## src/rtl/mtg_pkg.sv

```systemverilog
`default_nettype none
package mtg_pkg;

  localparam int unsigned STATE_DEPTH  = 624;
  localparam int unsigned TWIST_OFFSET = 397;
  localparam int unsigned ADDR_W       = 10;

  localparam logic [ADDR_W-1:0] LAST_ADDR    = ADDR_W'(STATE_DEPTH - 1);
  localparam logic [ADDR_W-1:0] PTR_FULL     = ADDR_W'(STATE_DEPTH);
  localparam logic [ADDR_W-1:0] PTR_UNSEEDED = ADDR_W'(STATE_DEPTH + 1);
  localparam logic [ADDR_W-1:0] FAR_SPLIT    = ADDR_W'(STATE_DEPTH - TWIST_OFFSET);
  localparam logic [ADDR_W-1:0] OFFSET_ADDR  = ADDR_W'(TWIST_OFFSET);

  localparam logic [31:0] TW_MATRIX    = 32'h9908_b0df;
  localparam logic [31:0] TW_UPPER     = 32'h8000_0000;
  localparam logic [31:0] TW_LOWER     = 32'h7fff_ffff;
  localparam logic [31:0] TEMPER_B     = 32'h9d2c_5680;
  localparam logic [31:0] TEMPER_C     = 32'hefc6_0000;
  localparam logic [31:0] LCG_MULT     = 32'd69069;
  localparam logic [31:0] DEFAULT_SEED = 32'd4357;

  localparam int unsigned CMD_W = 2;
  localparam logic [CMD_W-1:0] CMD_DRAW = 2'd0;
  localparam logic [CMD_W-1:0] CMD_SEED = 2'd1;
  localparam logic [CMD_W-1:0] CMD_LOAD = 2'd2;

  localparam int unsigned CMDQ_DEPTH = 2;
  localparam int unsigned CMDQ_AW    = 1;
  localparam int unsigned OUTQ_DEPTH = 4;
  localparam int unsigned OUTQ_AW    = 2;

  typedef struct packed {
    logic [CMD_W-1:0]  op;
    logic [ADDR_W-1:0] index;
    logic [31:0]       word;
  } cmd_t;

  function automatic logic [31:0] temper(input logic [31:0] y_in);
    logic [31:0] y;
    y = y_in;
    y = y ^ (y >> 11);
    y = y ^ ((y << 7) & TEMPER_B);
    y = y ^ ((y << 15) & TEMPER_C);
    y = y ^ (y >> 18);
    return y;
  endfunction

  function automatic logic [31:0] lcg_step(input logic [31:0] s);
    return s * LCG_MULT + 32'd1;
  endfunction

  function automatic logic [31:0] twist_word(input logic        prev_hi,
                                             input logic [31:0] nxt_word,
                                             input logic [31:0] far_word);
    logic [31:0] y;
    y = ({prev_hi, 31'd0} & TW_UPPER) | (nxt_word & TW_LOWER);
    return far_word ^ (y >> 1) ^ (y[0] ? TW_MATRIX : 32'd0);
  endfunction

endpackage
`default_nettype wire

```

## src/rtl/mtg_out_queue.sv

```systemverilog
`default_nettype none
module mtg_out_queue (
  input  wire logic                       clk,
  input  wire logic                       rst_n,
  input  wire logic                       wr_en,
  input  wire logic [31:0]                wr_data,
  input  wire logic                       rd_en,
  output logic [31:0]                     rd_data,
  output logic                            empty,
  output logic [mtg_pkg::OUTQ_AW:0]       level
);

  logic [31:0]                 entry_r [mtg_pkg::OUTQ_DEPTH];
  logic [mtg_pkg::OUTQ_AW-1:0] wr_ptr_r, rd_ptr_r;
  logic [mtg_pkg::OUTQ_AW:0]   count_r, count_nxt;
  logic                        do_pop;

  assign empty   = (count_r == '0);
  assign level   = count_r;
  assign rd_data = entry_r[rd_ptr_r];
  assign do_pop  = rd_en && !empty;

  always_comb begin
    count_nxt = count_r;
    if (wr_en && !do_pop) begin
      count_nxt = count_r + 1'b1;
    end else if (!wr_en && do_pop) begin
      count_nxt = count_r - 1'b1;
    end
  end

  // Writer never overruns: the back end holds a credit per in-flight beat.
  always_ff @(posedge clk) begin
    if (!rst_n) begin
      wr_ptr_r <= '0;
      rd_ptr_r <= '0;
      count_r  <= '0;
    end else begin
      if (wr_en) begin
        wr_ptr_r <= wr_ptr_r + 1'b1;
      end
      if (do_pop) begin
        rd_ptr_r <= rd_ptr_r + 1'b1;
      end
      count_r <= count_nxt;
    end
  end

  always_ff @(posedge clk) begin
    if (wr_en) begin
      entry_r[wr_ptr_r] <= wr_data;
    end
  end

endmodule
`default_nettype wire

```

## config.mk

```make
export PLATFORM = sky130hd
export DESIGN_NAME = mtg_out_queue
export DESIGN_NICKNAME = d
export VERILOG_FILES = /design/src/rtl/mtg_pkg.sv /design/src/rtl/mtg_out_queue.sv
export SDC_FILE = /design/constraint.sdc
export NUM_CORES = 1
export LEC_CHECK = 0
export BUFFER_PORTS_ARGS = -buffer_cell sky130_fd_sc_hd__buf_4
export CORE_MARGIN = 10
export CORE_UTILIZATION = 61
export DETAILED_ROUTE_END_ITERATION = 7
export PLACE_DENSITY = 0.84
export SLEW_MARGIN = 0
export SYNTH_ARGS = -nofsm -noshare
export SYNTH_HDL_FRONTEND = slang
export SYNTH_SLANG_ARGS = --single-unit
```

## constraint.sdc

```tcl
create_clock -name clk -period 4.4 [get_ports clk]
set_clock_uncertainty 0.2 [all_clocks]
set_input_delay 0 -clock clk [delete_from_list [all_inputs] [get_ports clk]]
set_output_delay 0 -clock clk [all_outputs]
set_load 0.05 [all_outputs]
```

# Word-level counts from Yosys, hierarchy flattened
# Memories as Yosys holds them, arrays and structs flattened. A register that Yosys moved wholly into a read port is not among the register bits.
# Cells that the tools add are included.
# W data, S select, Z words.
# classes
addsub	4
muxes	6
n_reduce_logical	8
# ops
op	count
$mux W3	2
$add A2 B1 Y2 const B	2
$mux W2	2
$add A3 B1 Y3 const B	1
$logic_and A1 B1 Y1	3
$logic_not A1 Y1	3
$logic_not A3 Y1	1
$sub A3 B1 Y3 const B	1
$mux W1	2
$reduce_bool A2 Y1	1
# word_totals
register_bits	7
mem_bits_rw	128
inputBits	36
out_inout_bits	36
elab_cells	22
mem_count	1
# mem_list
memory	words	width	read_ports	rd_ports_with_merged_regs	wr	line_no	rtl
entry_r	4	32	1	1	1	mtg_out_queue.sv:13	logic [31:0] entry_r [mtg_pkg::OUTQ_DEPTH];

# Logic depth before layout (Yosys ltp)
# logic_depth
ltp_word	6
depth_mapped	7
mapped_depth_nobuf	7

# Least setup slack after synthesis
# Ideal clock, no wire load.
# synth_timing
path_type	reg-to-reg
from	reg count_r (netlist bit level[1])
to	reg count_r (netlist bit level[2])
setup_time_ps	76
t_arrival_ps	2094
required_time_ps	4124
path_slack_ps	2030
stages_incl_launch_ff	8
n_path_buf	0
cell_sequence	dfxtp_1 > o31ai_4 > ha_1 > inv_1 > fa_1 > xor2_1 > or3_1 > a21boi_0
# synth_between
elab_chain_cells	6
word_cells_on_any_way	11
classes_between	add/sub (2); mux (2); reduce/logical (7)
# synth_rtl
element	line_no	rtl
from (decl)	mtg_out_queue.sv:15	logic [mtg_pkg::OUTQ_AW:0] count_r, count_nxt;
from (signal assigned)	mtg_out_queue.sv:45	count_r <= count_nxt;
branches (longest 6 deep; another with $sub A3 B1 Y3)	n/a	
# Parallel ways; which one is timed is not known. The select of a mux whose other input is x is not followed.
# A chain may end at the register's enable or synchronous reset.

==> metrics.cfg <==
[status]
run_status = finished clean

[timing]
rsz0062_at_grt = false
fin_setup_tns_ns = 0
tightestPinTransition_ns = 0.872
fmax_ghz = 0.365
period_needed_ns = 2.74
maxSlewViolCount = 0
slew_headroom_pct = 41.9
setup_viol_count_final = 0
min_period_over_period_pct = 62.3
hold_viol_final = 0

[setup_path]
worst-path-buf-inv = 2
end_kind = output port
critPathMaxStageDelay_ns = 0.70
crit_slowest_cell = dfxtp_2
critPathLaunchType = flop
endpoint = rd_data[21]
crit_fanout = 17
reg2reg_slack_ns = 2.12
crit_family = flip-flops
path_depth = 3
arrival_ns = 2.54
cp.required_ns = 4.20
critPathKind = flop to output port
rr_worst_depth = 7
r2r_end = level[2]
rr_startpoint = level[1]
path_cells = buf_4 -> mux4_1 -> buf_4
crit_top_cell = buf_4

[cells_and_area]
syn2layout_area_growth_pct = 29.2
fin_nets = 371
drive_gt1_share_pct = 40.9
antenna_cells = 0

[floorplanning]
die_area_um2 = 12500
die_w_um = 112
start_util_pct = 62.4
row_count = 33
die_h_um = 112
ios = 72
core-area_um2 = 8220

[detailed_routing]
initialDrtViolationCount = 208
vias_per_cell = 5.72
vias = 2556
wirelength_mm = 10.4
antenna_left = 0
drt-pass1-iter-count = 4
drc = 0
detail_route.wl_per_cell_um = 23.2

[synth]
synth_top_family_by_area = multiplexers
synth_compound_area_share_pct = 0.976
synth_xor_area_share_pct = 0.854
synthesis.nets = 251
yosys-top-cells-area = edfxtp_1 (75%), mux4_2 (13%), dfxtp_1 (3.5%)
yosysTopAreaCell = edfxtp_1
synth_simple_gate_area_share_pct = 1.56
synth.avg_cell_area_um2 = 24.5
synthAdderAreaFrac_pct = 1.61
ys_seq_area_share_pct = 78.5
ys_ff_latch = 137
ys_warn_count = 0
syn_area_um2 = 5130
syn_inst = 209
synth_top_area_share_pct = 75.0
muxShareOfSynthArea_pct = 14.6
ys_types = 21

[placement]
gp_congestion = 0.681
io_buffers = 71

[clock_network]
root_buffer = clkbuf_8
max-clock-path-buffers = 2
path_clk_slew_ns = 0.06
cts_setup_buffers = 0
numCtsBuffers = 17
numClockSinks = 137
clkLatencyLatePin_ns = 0.51
cts_tree = yes
cts_htree_levels = 4

[global_route]
grt_max_degree = 33
grt_usage_pct = 17.1
grt_pass1_vias = 2793
overflow = 0
grt_first_pass_wirelength_mm = 16.0
antenna_found_initial = 0

[job]
drv_cap = 0

[min_path]
hp-class = input port to flop

[power_and_ir_drop]
power_uw = 4100
power_density_nw_per_um2 = 620
peakVddDrop_mv = 0.476
power.leakage_uw = 0.00230

cell usage in the layout (no fill, tap or decap):
cell type      count
ha_1               5
o311ai_2           1
fa_1               1
xor2_1             2
or3_1              1
mux4_1             2
clkinv_1           2
clkinv_2           2
clkbuf_8           1
dfxtp_1            7
clkbuf_16         16
nor2b_1            2
buf_4             72
inv_1              3
bufinv_16          1
and2_1             5
o21ai_0            1
clkinvlp_4         6
mux4_2            30
a21boi_0           1
mux2i_1            2
clkinv_4           2
nor3_1             1
edfxtp_1         128
xnor2_1            3
dlygate4sd3_1     36
o31ai_4            1
dfxtp_2            2
and2_2             4
inv_6              2
worst min-delay path by stage:
stage	start	end	slack (ns)	cells after the start
after floorplan	wr_data[0]	entry_r[0][0]	-0.10	0
after global routing	wr_data[3]	entry_r[2][3]	0.03	2
after global placement	wr_data[7]	entry_r[2][7]	-0.0004	1
after detailed placement	wr_data[20]	entry_r[2][20]	0.002	1
final	wr_data[5]	entry_r[0][5]	0.02	2
after CTS	wr_data[5]	entry_r[0][5]	0.006	2
final cells by class:
type / count / area (um^2)
Clock buffer: 17 / 414
Clock inverter: 15 / 128
Fill cell: 369 / 1600
Timing Repair Buffer: 108 / 901
Tap cell: 105 / 131
Multi-Input combinational cell: 62 / 1010
Inverter: 3 / 11.3
Sequential cell: 137 / 4030
registers in the layout, indices dropped and copies added (netlist names), named ones only:
name      count
wr_ptr_r      2
entry_r     128
rd_ptr_r      2
level         3
per-stage QoR:
| step | utilization (%) | cells | instance area (um^2) | hold slack [ns] | setup WS (ns) |
|---|---|---|---|---|---|
| finish | 80.6 | 447 | 6620 | 0.0235 | 1.66 |
| CTS | 80.6 | 447 | 6620 | 0.00638 | 1.62 |
| floorplan | - | 209 | 5130 | -0.101 | 2.03 |
| global placement | 69.6 | 379 | 5720 | -0.000431 | 2.21 |
| detailed placement | 69.6 | 379 | 5720 | 0.00215 | 2.12 |
| global route | 80.6 | 447 | 6620 | 0.0268 | 1.50 |
routing by layer:
metal  part of all wire [%]  routed length (um)  global-route usage (%)
met1                     41                4200                    20.7
met5                      0                   0                       0
met4                    1.7                 173                    6.77
met3                    6.0                 625                    5.96
met2                     52                5370                    27.5
synth_stat cells:
master and instances:
ha_1 5, or3_1 1, xnor2_1 3, mux2i_1 2
edfxtp_1 128, o31ai_4 1, o21ai_0 1, nor3_1 1
dfxtp_1 9, fa_1 1, buf_12 3, xor2_1 2
buf_2 3, o311ai_2 1, inv_1 3, a21boi_0 1
mux4_2 30, buf_6 1, and2_1 9, nor2b_1 2
mux4_1 2
timing repair:
| item | 4_1_cts | 5_1_grt |
|---|---|---|
| hold endpoints to repair | 137 | 0 |
| gates resized for setup | 0 | 0 |
| hold buffers | 36 | 0 |
cell families after synthesis:
kind of cell / Yosys count
AND/OR/NAND/NOR: 13
flip-flops: 137
multiplexers: 34
AO/OA/AOI/OAI: 4
XOR/XNOR: 5
adder cells (fa/ha/maj): 6
buffers and inverters: 10
power breakdown:
group	switching, uW	leakage (uW)	total [uW]	internal, uW
registers	108	0.00125	1620	1510
clock network	541	0.000248	1290	746
logic	728	0.000800	1200	469
total	1380	0.00230	4100	2730
(Power assumes the default switching activity.)
