<file path="src/rtl/mtg_pkg.sv">
`default_nettype none
package mtg_pkg;

  localparam int unsigned STATE_DEPTH  = 624;
  localparam int unsigned TWIST_OFFSET = 397;
  localparam int unsigned ADDR_W       = 10;

  localparam logic [ADDR_W-1:0] LAST_ADDR    = ADDR_W'(STATE_DEPTH - 1);
  localparam logic [ADDR_W-1:0] PTR_FULL     = ADDR_W'(STATE_DEPTH);
  localparam logic [ADDR_W-1:0] PTR_UNSEEDED = ADDR_W'(STATE_DEPTH + 1);
  localparam logic [ADDR_W-1:0] FAR_SPLIT    = ADDR_W'(STATE_DEPTH - TWIST_OFFSET);
  localparam logic [ADDR_W-1:0] OFFSET_ADDR  = ADDR_W'(TWIST_OFFSET);

  localparam logic [31:0] TW_MATRIX    = 32'h9908_b0df;
  localparam logic [31:0] TW_UPPER     = 32'h8000_0000;
  localparam logic [31:0] TW_LOWER     = 32'h7fff_ffff;
  localparam logic [31:0] TEMPER_B     = 32'h9d2c_5680;
  localparam logic [31:0] TEMPER_C     = 32'hefc6_0000;
  localparam logic [31:0] LCG_MULT     = 32'd69069;
  localparam logic [31:0] DEFAULT_SEED = 32'd4357;

  localparam int unsigned CMD_W = 2;
  localparam logic [CMD_W-1:0] CMD_DRAW = 2'd0;
  localparam logic [CMD_W-1:0] CMD_SEED = 2'd1;
  localparam logic [CMD_W-1:0] CMD_LOAD = 2'd2;

  localparam int unsigned CMDQ_DEPTH = 2;
  localparam int unsigned CMDQ_AW    = 1;
  localparam int unsigned OUTQ_DEPTH = 4;
  localparam int unsigned OUTQ_AW    = 2;

  typedef struct packed {
    logic [CMD_W-1:0]  op;
    logic [ADDR_W-1:0] index;
    logic [31:0]       word;
  } cmd_t;

  function automatic logic [31:0] temper(input logic [31:0] y_in);
    logic [31:0] y;
    y = y_in;
    y = y ^ (y >> 11);
    y = y ^ ((y << 7) & TEMPER_B);
    y = y ^ ((y << 15) & TEMPER_C);
    y = y ^ (y >> 18);
    return y;
  endfunction

  function automatic logic [31:0] lcg_step(input logic [31:0] s);
    return s * LCG_MULT + 32'd1;
  endfunction

  function automatic logic [31:0] twist_word(input logic        prev_hi,
                                             input logic [31:0] nxt_word,
                                             input logic [31:0] far_word);
    logic [31:0] y;
    y = ({prev_hi, 31'd0} & TW_UPPER) | (nxt_word & TW_LOWER);
    return far_word ^ (y >> 1) ^ (y[0] ? TW_MATRIX : 32'd0);
  endfunction

endpackage
`default_nettype wire

</file>
<file path="src/rtl/mtg_front.sv">
`default_nettype none
module mtg_front (
  input  wire logic                        clk,
  input  wire logic                        rst_n,
  input  wire logic                        push,
  output logic                             full,
  input  wire logic [mtg_pkg::CMD_W-1:0]   in_cmd,
  input  wire logic [mtg_pkg::ADDR_W-1:0]  in_load_index,
  input  wire logic [31:0]                 in_load_word,
  input  wire logic [31:0]                 seed_value,
  output logic                             cmd_valid,
  output mtg_pkg::cmd_t                    cmd_head,
  input  wire logic                        cmd_pop
);

  mtg_pkg::cmd_t                    entry_r [mtg_pkg::CMDQ_DEPTH];
  logic [mtg_pkg::CMDQ_AW-1:0]      wr_ptr_r, wr_ptr_nxt;
  logic [mtg_pkg::CMDQ_AW-1:0]      rd_ptr_r, rd_ptr_nxt;
  logic [mtg_pkg::CMDQ_AW:0]        count_r, count_nxt;
  logic                             accept;
  logic                             keep;
  logic                             do_pop;
  mtg_pkg::cmd_t                    dec;

  assign full      = (count_r == (mtg_pkg::CMDQ_AW+1)'(mtg_pkg::CMDQ_DEPTH));
  assign cmd_valid = (count_r != '0);
  assign cmd_head  = entry_r[rd_ptr_r];
  assign accept    = push && !full;
  assign do_pop    = cmd_pop && cmd_valid;

  // Classify: reseed captures the seed at accept time, bad loads and unused codes drop.
  always_comb begin
    dec.op    = in_cmd;
    dec.index = in_load_index;
    dec.word  = in_load_word;
    keep      = 1'b0;
    unique case (in_cmd)
      mtg_pkg::CMD_DRAW: keep = 1'b1;
      mtg_pkg::CMD_SEED: begin
        keep     = 1'b1;
        dec.word = seed_value;
      end
      mtg_pkg::CMD_LOAD: keep = (in_load_index < mtg_pkg::PTR_FULL);
      default:           keep = 1'b0;
    endcase
  end

  always_comb begin
    wr_ptr_nxt = wr_ptr_r;
    rd_ptr_nxt = rd_ptr_r;
    count_nxt  = count_r;
    if (accept && keep) begin
      wr_ptr_nxt = wr_ptr_r + 1'b1;
    end
    if (do_pop) begin
      rd_ptr_nxt = rd_ptr_r + 1'b1;
    end
    if ((accept && keep) && !do_pop) begin
      count_nxt = count_r + 1'b1;
    end else if (!(accept && keep) && do_pop) begin
      count_nxt = count_r - 1'b1;
    end
  end

  always_ff @(posedge clk) begin
    if (!rst_n) begin
      wr_ptr_r <= '0;
      rd_ptr_r <= '0;
      count_r  <= '0;
    end else begin
      wr_ptr_r <= wr_ptr_nxt;
      rd_ptr_r <= rd_ptr_nxt;
      count_r  <= count_nxt;
    end
  end

  always_ff @(posedge clk) begin
    if (accept && keep) begin
      entry_r[wr_ptr_r] <= dec;
    end
  end

endmodule
`default_nettype wire

</file>
<file path="config.mk">
export PLATFORM = sky130hd
export DESIGN_NAME = mtg_front
export DESIGN_NICKNAME = d
export VERILOG_FILES = /design/src/rtl/mtg_pkg.sv /design/src/rtl/mtg_front.sv
export SDC_FILE = /design/constraint.sdc
export NUM_CORES = 1
export LEC_CHECK = 0
export ABC_CLOCK_PERIOD_IN_PS = 2300
export BUFFER_PORTS_ARGS = -buffer_cell sky130_fd_sc_hd__buf_2
export CAP_MARGIN = 20
export CORE_MARGIN = 1.5
export CORE_UTILIZATION = 45
export DETAILED_ROUTE_END_ITERATION = 12
export GPL_TIMING_DRIVEN = 0
export HOLD_SLACK_MARGIN = 0.05
export MAX_ROUTING_LAYER = met4
export PLACE_DENSITY_LB_ADDON = 0.05
export SLEW_MARGIN = 5
export SYNTH_ARGS = -nofsm -noshare
export SYNTH_HDL_FRONTEND = slang
export SYNTH_SLANG_ARGS = --single-unit
</file>
<file path="constraint.sdc">
create_clock -name clk -period 2.3 [get_ports clk]
set_clock_uncertainty 0.05 [all_clocks]
set_input_delay 0.23 -clock clk [delete_from_list [all_inputs] [get_ports clk]]
set_output_delay 0.23 -clock clk [all_outputs]
set_load 0.02 [all_outputs]
</file>
# Yosys cells after proc, flatten, opt, wreduce, memory -nomap -nowiden
# Memory sizes are Yosys's and may differ from the RTL's. A register that Yosys moved wholly into a read port is not among the register bits.
# Cells that the tools add are included.
# totals
n_memories	1
elab_cells	32
ram_bits	88
reg_bits	4
# op_classes
reduce_logical	12
n_eq_ne	3
add_sub_neg	4
magnitude_cmp	1
mux	8
# mem_list
name	depth	word_bits	rd	rd_clocked_by_memory_dff	wr	line_no	source
entry_r	2	44	1	1	1	mtg_front.sv:16	mtg_pkg::cmd_t entry_r [mtg_pkg::CMDQ_DEPTH];
# ops
cell	n
$mux W32	1
$lt A10 B10 Y1 const B	1
$logic_and A1 B1 Y1	5
$eq A2 B2 Y1 const B	2
$mux W1	4
$mux W2	2
$reduce_bool A2 Y1	2
$logic_not A1 Y1	3
$add A1 B1 Y1 const B	2
$add A2 B1 Y2 const B	1
$eq A2 B1 Y1 const B	1
$logic_not A2 Y1	1
$pmux W1 S2	1
$reduce_or A2 Y1	1
$sub A2 B1 Y2 const B	1

# Depth between registers and ports, before layout
# Gate-level depths: netlist of the first run.
# logic_depth
depth_word	8
depth_mapped	7
mapped_depth_nobuf	7

# Worst setup path after synthesis of the first run
# No wires, ideal clock.
# synth_path
path_type	flip-flop to flip-flop
start	reg count_r[0] (netlist bit)
end	mem entry_r[1][0] (netlist bit), enable pin
setup_time_ps	406
n_path_buf	0
stages_incl_launch_ff	5
required_ps	1844
slack_ps	-31
arrival_time_ps	1875
period_less_slack_ps	2331
path_cell_list	dfxtp_1 > nand2b_4 > and2_4 > nor2b_2 > and2_1
# synth_between
elab_chain_len	6
# synth_rtl
item	line_no	source
start: declaration	mtg_front.sv:19	logic [mtg_pkg::CMDQ_AW:0] count_r, count_nxt;
start signal: assignment	mtg_front.sv:73	count_r <= count_nxt;
$eq A2 B2 Y1	mtg_front.sv:25	assign full = (count_r == (mtg_pkg::CMDQ_AW+1)'(mtg_pkg::CMDQ_DEPTH));
$logic_not A1 Y1	mtg_front.sv:28	assign accept = push && !full;
$logic_and A1 B1 Y1	mtg_front.sv:28	
$logic_and A1 B1 Y1	mtg_front.sv:78	if (accept && keep) begin
$mux W1	mtg_front.sv:78	
$mux W1 (implied by the code)	mtg_front.sv:79	entry_r[wr_ptr_r] <= dec;
end: declaration	mtg_front.sv:16	
# No other way between the ends.

# Worst setup path in the final report of the first run
# layout_path
start	reg count_r[0] (netlist bit)
end	mem entry_r[0][11] (netlist bit), enable pin
# The elaborated chain is that of the path after synthesis.

==> impl_results.md, run 1 <==
- Antenna diodes: 0
- Total Power: 4718 uW
- Reg area: 0.002743 mm^2
- Synth Flop Type: edfxtp_1
- CP Data Arrival Time: about 2.1 ns
- CORE AREA: 0.008258 mm^2
- Post-route ant nets: 0
- Slew headroom: 0.5614
- Post-Route WL: about 7.0 mm
- Cell variety after synth: 26
- Syn_nets: 290
- Worst setup EP type: register
- Initial Util: 0.4691
- DIE HEIGHT: around 96 um
- Max cap viols: 0
- Critical path startpoint category: register
- Top cell type's share of synthesized area: 0.6822
- DR WL/cell: 14.94 um
- Clock period minus worst slack: between 2 and 2.5 ns
- Layout area overhead: 27.39%
- Max IR drop VDD: 0.5488 mV
- Syn Area/Cell: between 15 and 20 um^2
- Synthesis-stage register bit count: 93
- Skew-Pair Late Insertion Delay: 0.34 ns
- Routability cong.: 0.7014
- Final net count: between 400 and 500
- Clock Path Buffers: 2
- Mapped cell area: 0.003874 mm^2
- # DRC: 0
- Share of cells above drive strength 1: 0.6354
- DR vias: 2297
- Final Cycle Share: 0.9040
- Main area contributors after synthesis: edfxtp_1 68%, mux2_2 22%, dfxtp_1 2.6%
- Largest net degree at the start of global routing: between 40 and 50
- Critical Path RT: roughly 2.3 ns
- IO Port Bufs: 125
- Most common cell in the netlist: edfxtp_1
- TritonCTS clock tree: yes
- Initial antenna violation count: 0
- Top cells by count, synth: 88 x edfxtp_1, 74 x mux2_2, 5 x buf_2, 5 x dfxtp_1, 4 x buf_6
- Rows: 33
- Async set-reset flop share out of synthesis: 0
- Vias in the first global route: 2238
- Post-DP HPWL: between 4 and 5 mm
- # Post-CTS Setup Buffers: 0
- Global Route Usage Sum: 0.1627
- YS warnings: 0
- Die width: 95.78 um
- Clock tree sinks: 93
- Drt pass-1 iters: 4
- CTS clk-pin slew, worst paths: 0.08 ns
- Boundary Pins: 126
- # setup viols final: 0
- Endpoints failing hold: 0
- FMAX: 480.9 MHz
- RSZ-0062 raised after global routing: false
- Critical-path maximum fanout: 25
- DIE AREA: 0.009174 mm^2
- Fin. max-slew vios: 0
- Power Density: 956.1 mW/mm^2
- Initial DRC Count: 38
- Hold Path Class: in2reg
- Status: finished clean
- Post-CTS sizing: 0
- Post-synth EDFFs: between 80 and 90
- Clk root buf: clkbuf_8
- Syn Inst Count: between 200 and 250
- Area of the multi-input gates: 0.001056 mm^2
- Final core occ: 0.5976
- Number of H-tree levels: 3
- FILL cells: slightly above 700
- Vias per cell: 4.919
- Leakage: approximately 0.0019 uW
- Register area share after synthesis: 0.7080
- Num CTS Buffers: 9
- TNS Setup: 0 ns
- Yosys top cell by area: edfxtp_1
- Least-Margin Pin Slew: 0.6579 ns
- First-pass GRT wire length: 10.55 mm
- Critical path class: reg2reg
- GRT Residual Overflow: 0
-- layout make-up --
class,count,area share
clock buffer,12,0.02738
multi-input combinational,105,0.2140
tap,105,0.02662
buffer,9,0.01420
clock inverter,4,0.003803
timing repair buffer,137,0.1567
sequential,93,0.5558
inverter,2,0.001521
-- through the flow --
step | setup WS (ns) | hold slack (ns) | cells | instance area [um^2]
after floorplan | 0.04188 | 0.2789 | 209 | 3875
after global placement | -0.7031 | 0.3702 | 439 | 4632
after detailed placement | -0.1038 | 0.3712 | 440 | 4661
after CTS | 0.02809 | 0.05483 | 466 | 4915
after global routing | 0.07578 | 0.05265 | 467 | 4935
final | 0.2207 | 0.07118 | 467 | 4935
-- flip-flops by register name, indices dropped and copies added, names as in the netlist, named ones only --
| register | flops |
|---|---|
| count_r | 2 |
| wr_ptr_r | 1 |
| rd_ptr_r | 1 |
| entry_r | 88 |
-- power breakdown --
group / internal [uW] / switching [uW] / total (uW)
registers: 2130 / 64.3 / 2200
logic: 713 / 921 / 1630
clock network: 386 / 502 / 888
total: 3230 / 1490 / 4720
-- worst paths after layout --
kind	from	endpoint	slack (ns)	depth (start not counted)
worst max-delay path	count_r[0]	entry_r[0][11]	0.22	5
worst min-delay path	in_cmd[1]	entry_r[1][43]	0.07	1
worst max register to register	count_r[0]	entry_r[0][11]	0.22	5
worst min register to register	rd_ptr_r	register	0.46	2
-- cell usage in the layout, fill, tap and decap left out, types with 3 or more instances in the layout --
cell type,netlist,routed
nor2_1,3,3
clkbuf_8,0,9
clkbuf_1,0,3
edfxtp_1,88,88
dlygate4sd3_1,0,10
buf_6,4,4
mux2_2,74,74
buf_2,5,130
nand2_1,3,3
clkinv_2,0,3
xor2_1,3,3
dfxtp_1,5,5
-- routing by layer --
| layer | routed length (um) | vias up | GRT usage |
|---|---|---|---|
| met5 | 0 | - | - |
| met4 | 108 | 0 | 0.07966 |
| met3 | 393 | 11 | 0.03476 |
| met2 | 3491 | 77 | 0.2688 |
| met1 | 2983 | 1107 | 0.1882 |
| li1 | - | 1102 | - |
-- critical path: stages (launching register included) --
cell and delay (ns):
dfxtp_1 0.40, nand2b_4 0.16, and2_4 0.15, nor2b_2 0.17
and2b_2 0.60, buf_16 0.24
-- cells by family after synthesis --
group           count (synthesis)  synth area share
xor+xnor                        3          0.006784
simple gates                   18           0.02778
buf+inv                        11           0.02002
fa+ha+maj                       1          0.003229
flops                          93            0.7080
mux                            76            0.2229
compound gates                  7           0.01131
-- what timing repair did --
| item | in CTS | in global routing |
|---|---|---|
| hold buffers | 10 | 0 |
| setup endpoints to repair | 0 | 0 |
| endpoints found under the hold margin | 20 | 0 |
(Power assumes the default switching activity.)
==> run 2: changes to the inputs <==
--- a/config.mk
+++ b/config.mk
@@ -13,7 +13,6 @@
 export DETAILED_ROUTE_END_ITERATION = 12
 export GPL_TIMING_DRIVEN = 0
 export HOLD_SLACK_MARGIN = 0.05
-export MAX_ROUTING_LAYER = met4
 export PLACE_DENSITY_LB_ADDON = 0.05
 export SLEW_MARGIN = 5
 export SYNTH_ARGS = -nofsm -noshare
==> run 2 against run 1 <==
Core utilization did not move. Die area stayed put. Largest cell class unchanged. Critical endpoint unchanged. Worst setup slack improved by 0.0018 ns. Maximum frequency hardly changed. Total power hardly changed. Non-clock buffer count unchanged. Via count shrank 0.26%. Cell area unchanged. Clock power hardly changed. First-iteration DRC count is 24% lower. Sequential power barely moved.
==> impl_results.md, run 2 (synthesis results as in run 1) <==
- Layout area overhead: 27.39%
- Status: finished clean
- Critical Path RT: 2.30 ns
- Worst Setup SP: count_r[0]
- Number of H-tree levels: 3
- Final worst setup slack: 0.2226 ns
- FMAX: 481.4 MHz
- Area of the multi-input gates: 0.001056 mm^2
- Critical path startpoint category: register
- Pre-CTS setup slack: -0.1038 ns
- FILL cells: ~700
- Post-Route WL: about 7 mm
- DIE AREA: 0.009174 mm^2
- Sequential share of power: 0.466
- Post-route ant nets: 0
- Rows: 33
- GRT Residual Overflow: 0
- Critical-path maximum fanout: 25
- Clock power share: 0.188
- Post-CTS sizing: 0
- Register with the most flip-flops: entry_r
- CTS clk-pin slew, worst paths: 0.08 ns
- Switching part of the total power: 0.3149
- Routability cong.: 0.6939
- Endpoints failing hold: 0
- Count of hold buffers inserted by post-cts repair: 10
- NetSw: 1485 uW
- Power Internal: 3230 uW
- Most common cell after layout, fill and taps aside: buf_2
- Max IR drop VDD: 0.5491 mV
- Fin. max-slew vios: 0
- Antenna diodes: 0
- Largest net degree at the start of global routing: 45
- Finished Cell Area: 0.004935 mm^2
- Post-DP Area: 0.004661 mm^2
- Num CTS Buffers: 9
- Clock tree sinks: 93
- Power Density: 955.6 mW/mm^2
- Clock Path Buffers: 2
- TritonCTS clock tree: yes
- Clock period minus worst slack: 2.077 ns
- Skew-Pair Late Insertion Delay: 0.34 ns
- First-pass GRT wire length: 10.54 mm
- Most frequent cells in the layout: 130 x buf_2, 88 x edfxtp_1, 74 x mux2_2
- Global Route Usage Sum: 0.1580
- Hold Path Class: in2reg
- DIE HEIGHT: around 96 um
- Leakage: between 0.0015 and 0.002 uW
- Hold path start: in_cmd[1]
- Critical path class: reg2reg
- Slew headroom: 0.5625
- CORE AREA: 0.008258 mm^2
- Total Power: 4715 uW
- Boundary Pins: 126
- Die width: 95.78 um
- Final net count: 438
- CP Data Arrival Time: 2.07 ns
- Biggest regs: entry_r: 88 flops, count_r: 2 flops
- Clk root buf: clkbuf_8
- Vias in the first global route: approximately 2.2k
- Initial antenna violation count: 0
- Initial Util: 0.4691
- Final Cycle Share: 0.9032
- Max reg flops: 88
- Drt pass-1 iters: 6
- DR vias: ~2.3k
- # Post-CTS Setup Buffers: 0
- Critical R2R Launch: count_r[0]
- Vias per cell: 4.906
- Post-DP HPWL: roughly 5 mm
- # setup viols final: 0
- DR WL/cell: 14.94 um
- Initial DRC Count: 29
- WHS: about 0.070 ns
- # DRC: 0
- Least-Margin Pin Slew: 0.6562 ns
- Max cap viols: 0
- TNS Setup: 0 ns
- Worst setup EP type: register
- RSZ-0062 raised after global routing: false
- IO Port Bufs: 125
- Reg area: roughly 0.0027 mm^2
- Gate power share: 0.346
- Share of cells above drive strength 1: 0.6354
## run 2: cell type report
type / instances / area share
Inverter: 2 / 0.001521
Clock buffer: 12 / 0.02738
Sequential cell: 93 / 0.5558
Clock inverter: 4 / 0.003803
Tap cell: 105 / 0.02662
Multi-Input combinational cell: 105 / 0.2140
Buffer: 9 / 0.01420
Timing Repair Buffer: 137 / 0.1567
## run 2: layer usage
metal  track usage  wire length [um]  share of wire  up-vias
met5             0                 0              0        -
met4       0.07966                87          0.012        0
met3       0.03949               428          0.061        9
met2        0.2682              3525           0.51       77
met1        0.1856              2937           0.42     1104
li1              -                 -              -     1101
## run 2: worst paths after layout
check	to	slack, ns	depth (start not counted)
max	entry_r[0][11]	0.22	5
min	entry_r[1][43]	0.07	1
max reg2reg	entry_r[0][11]	0.22	5
min reg2reg	rd_ptr_r	0.46	2
## run 2: power groups by stage
stage	combinational [uW]	clock, uW	sequential (uW)
after floorplan	1130	0	2220
after global placement	1600	0	2240
after detailed placement	1640	0	2240
after CTS	1660	917	2200
after global routing	1770	975	2220
final	1630	886	2200
## run 2: critical path, cell delays in order, from the launching register on
cell and delay [ns]:
dfxtp_1 0.40, nand2b_4 0.16, and2_4 0.15, nor2b_2 0.17, and2b_2 0.60, buf_16 0.24
## run 2: stage by stage
stage	util	std cells
floorplan	-	209
global placement	0.5609	439
detailed placement	0.5644	440
CTS	0.5952	466
global route	0.5976	467
finish	0.5976	467
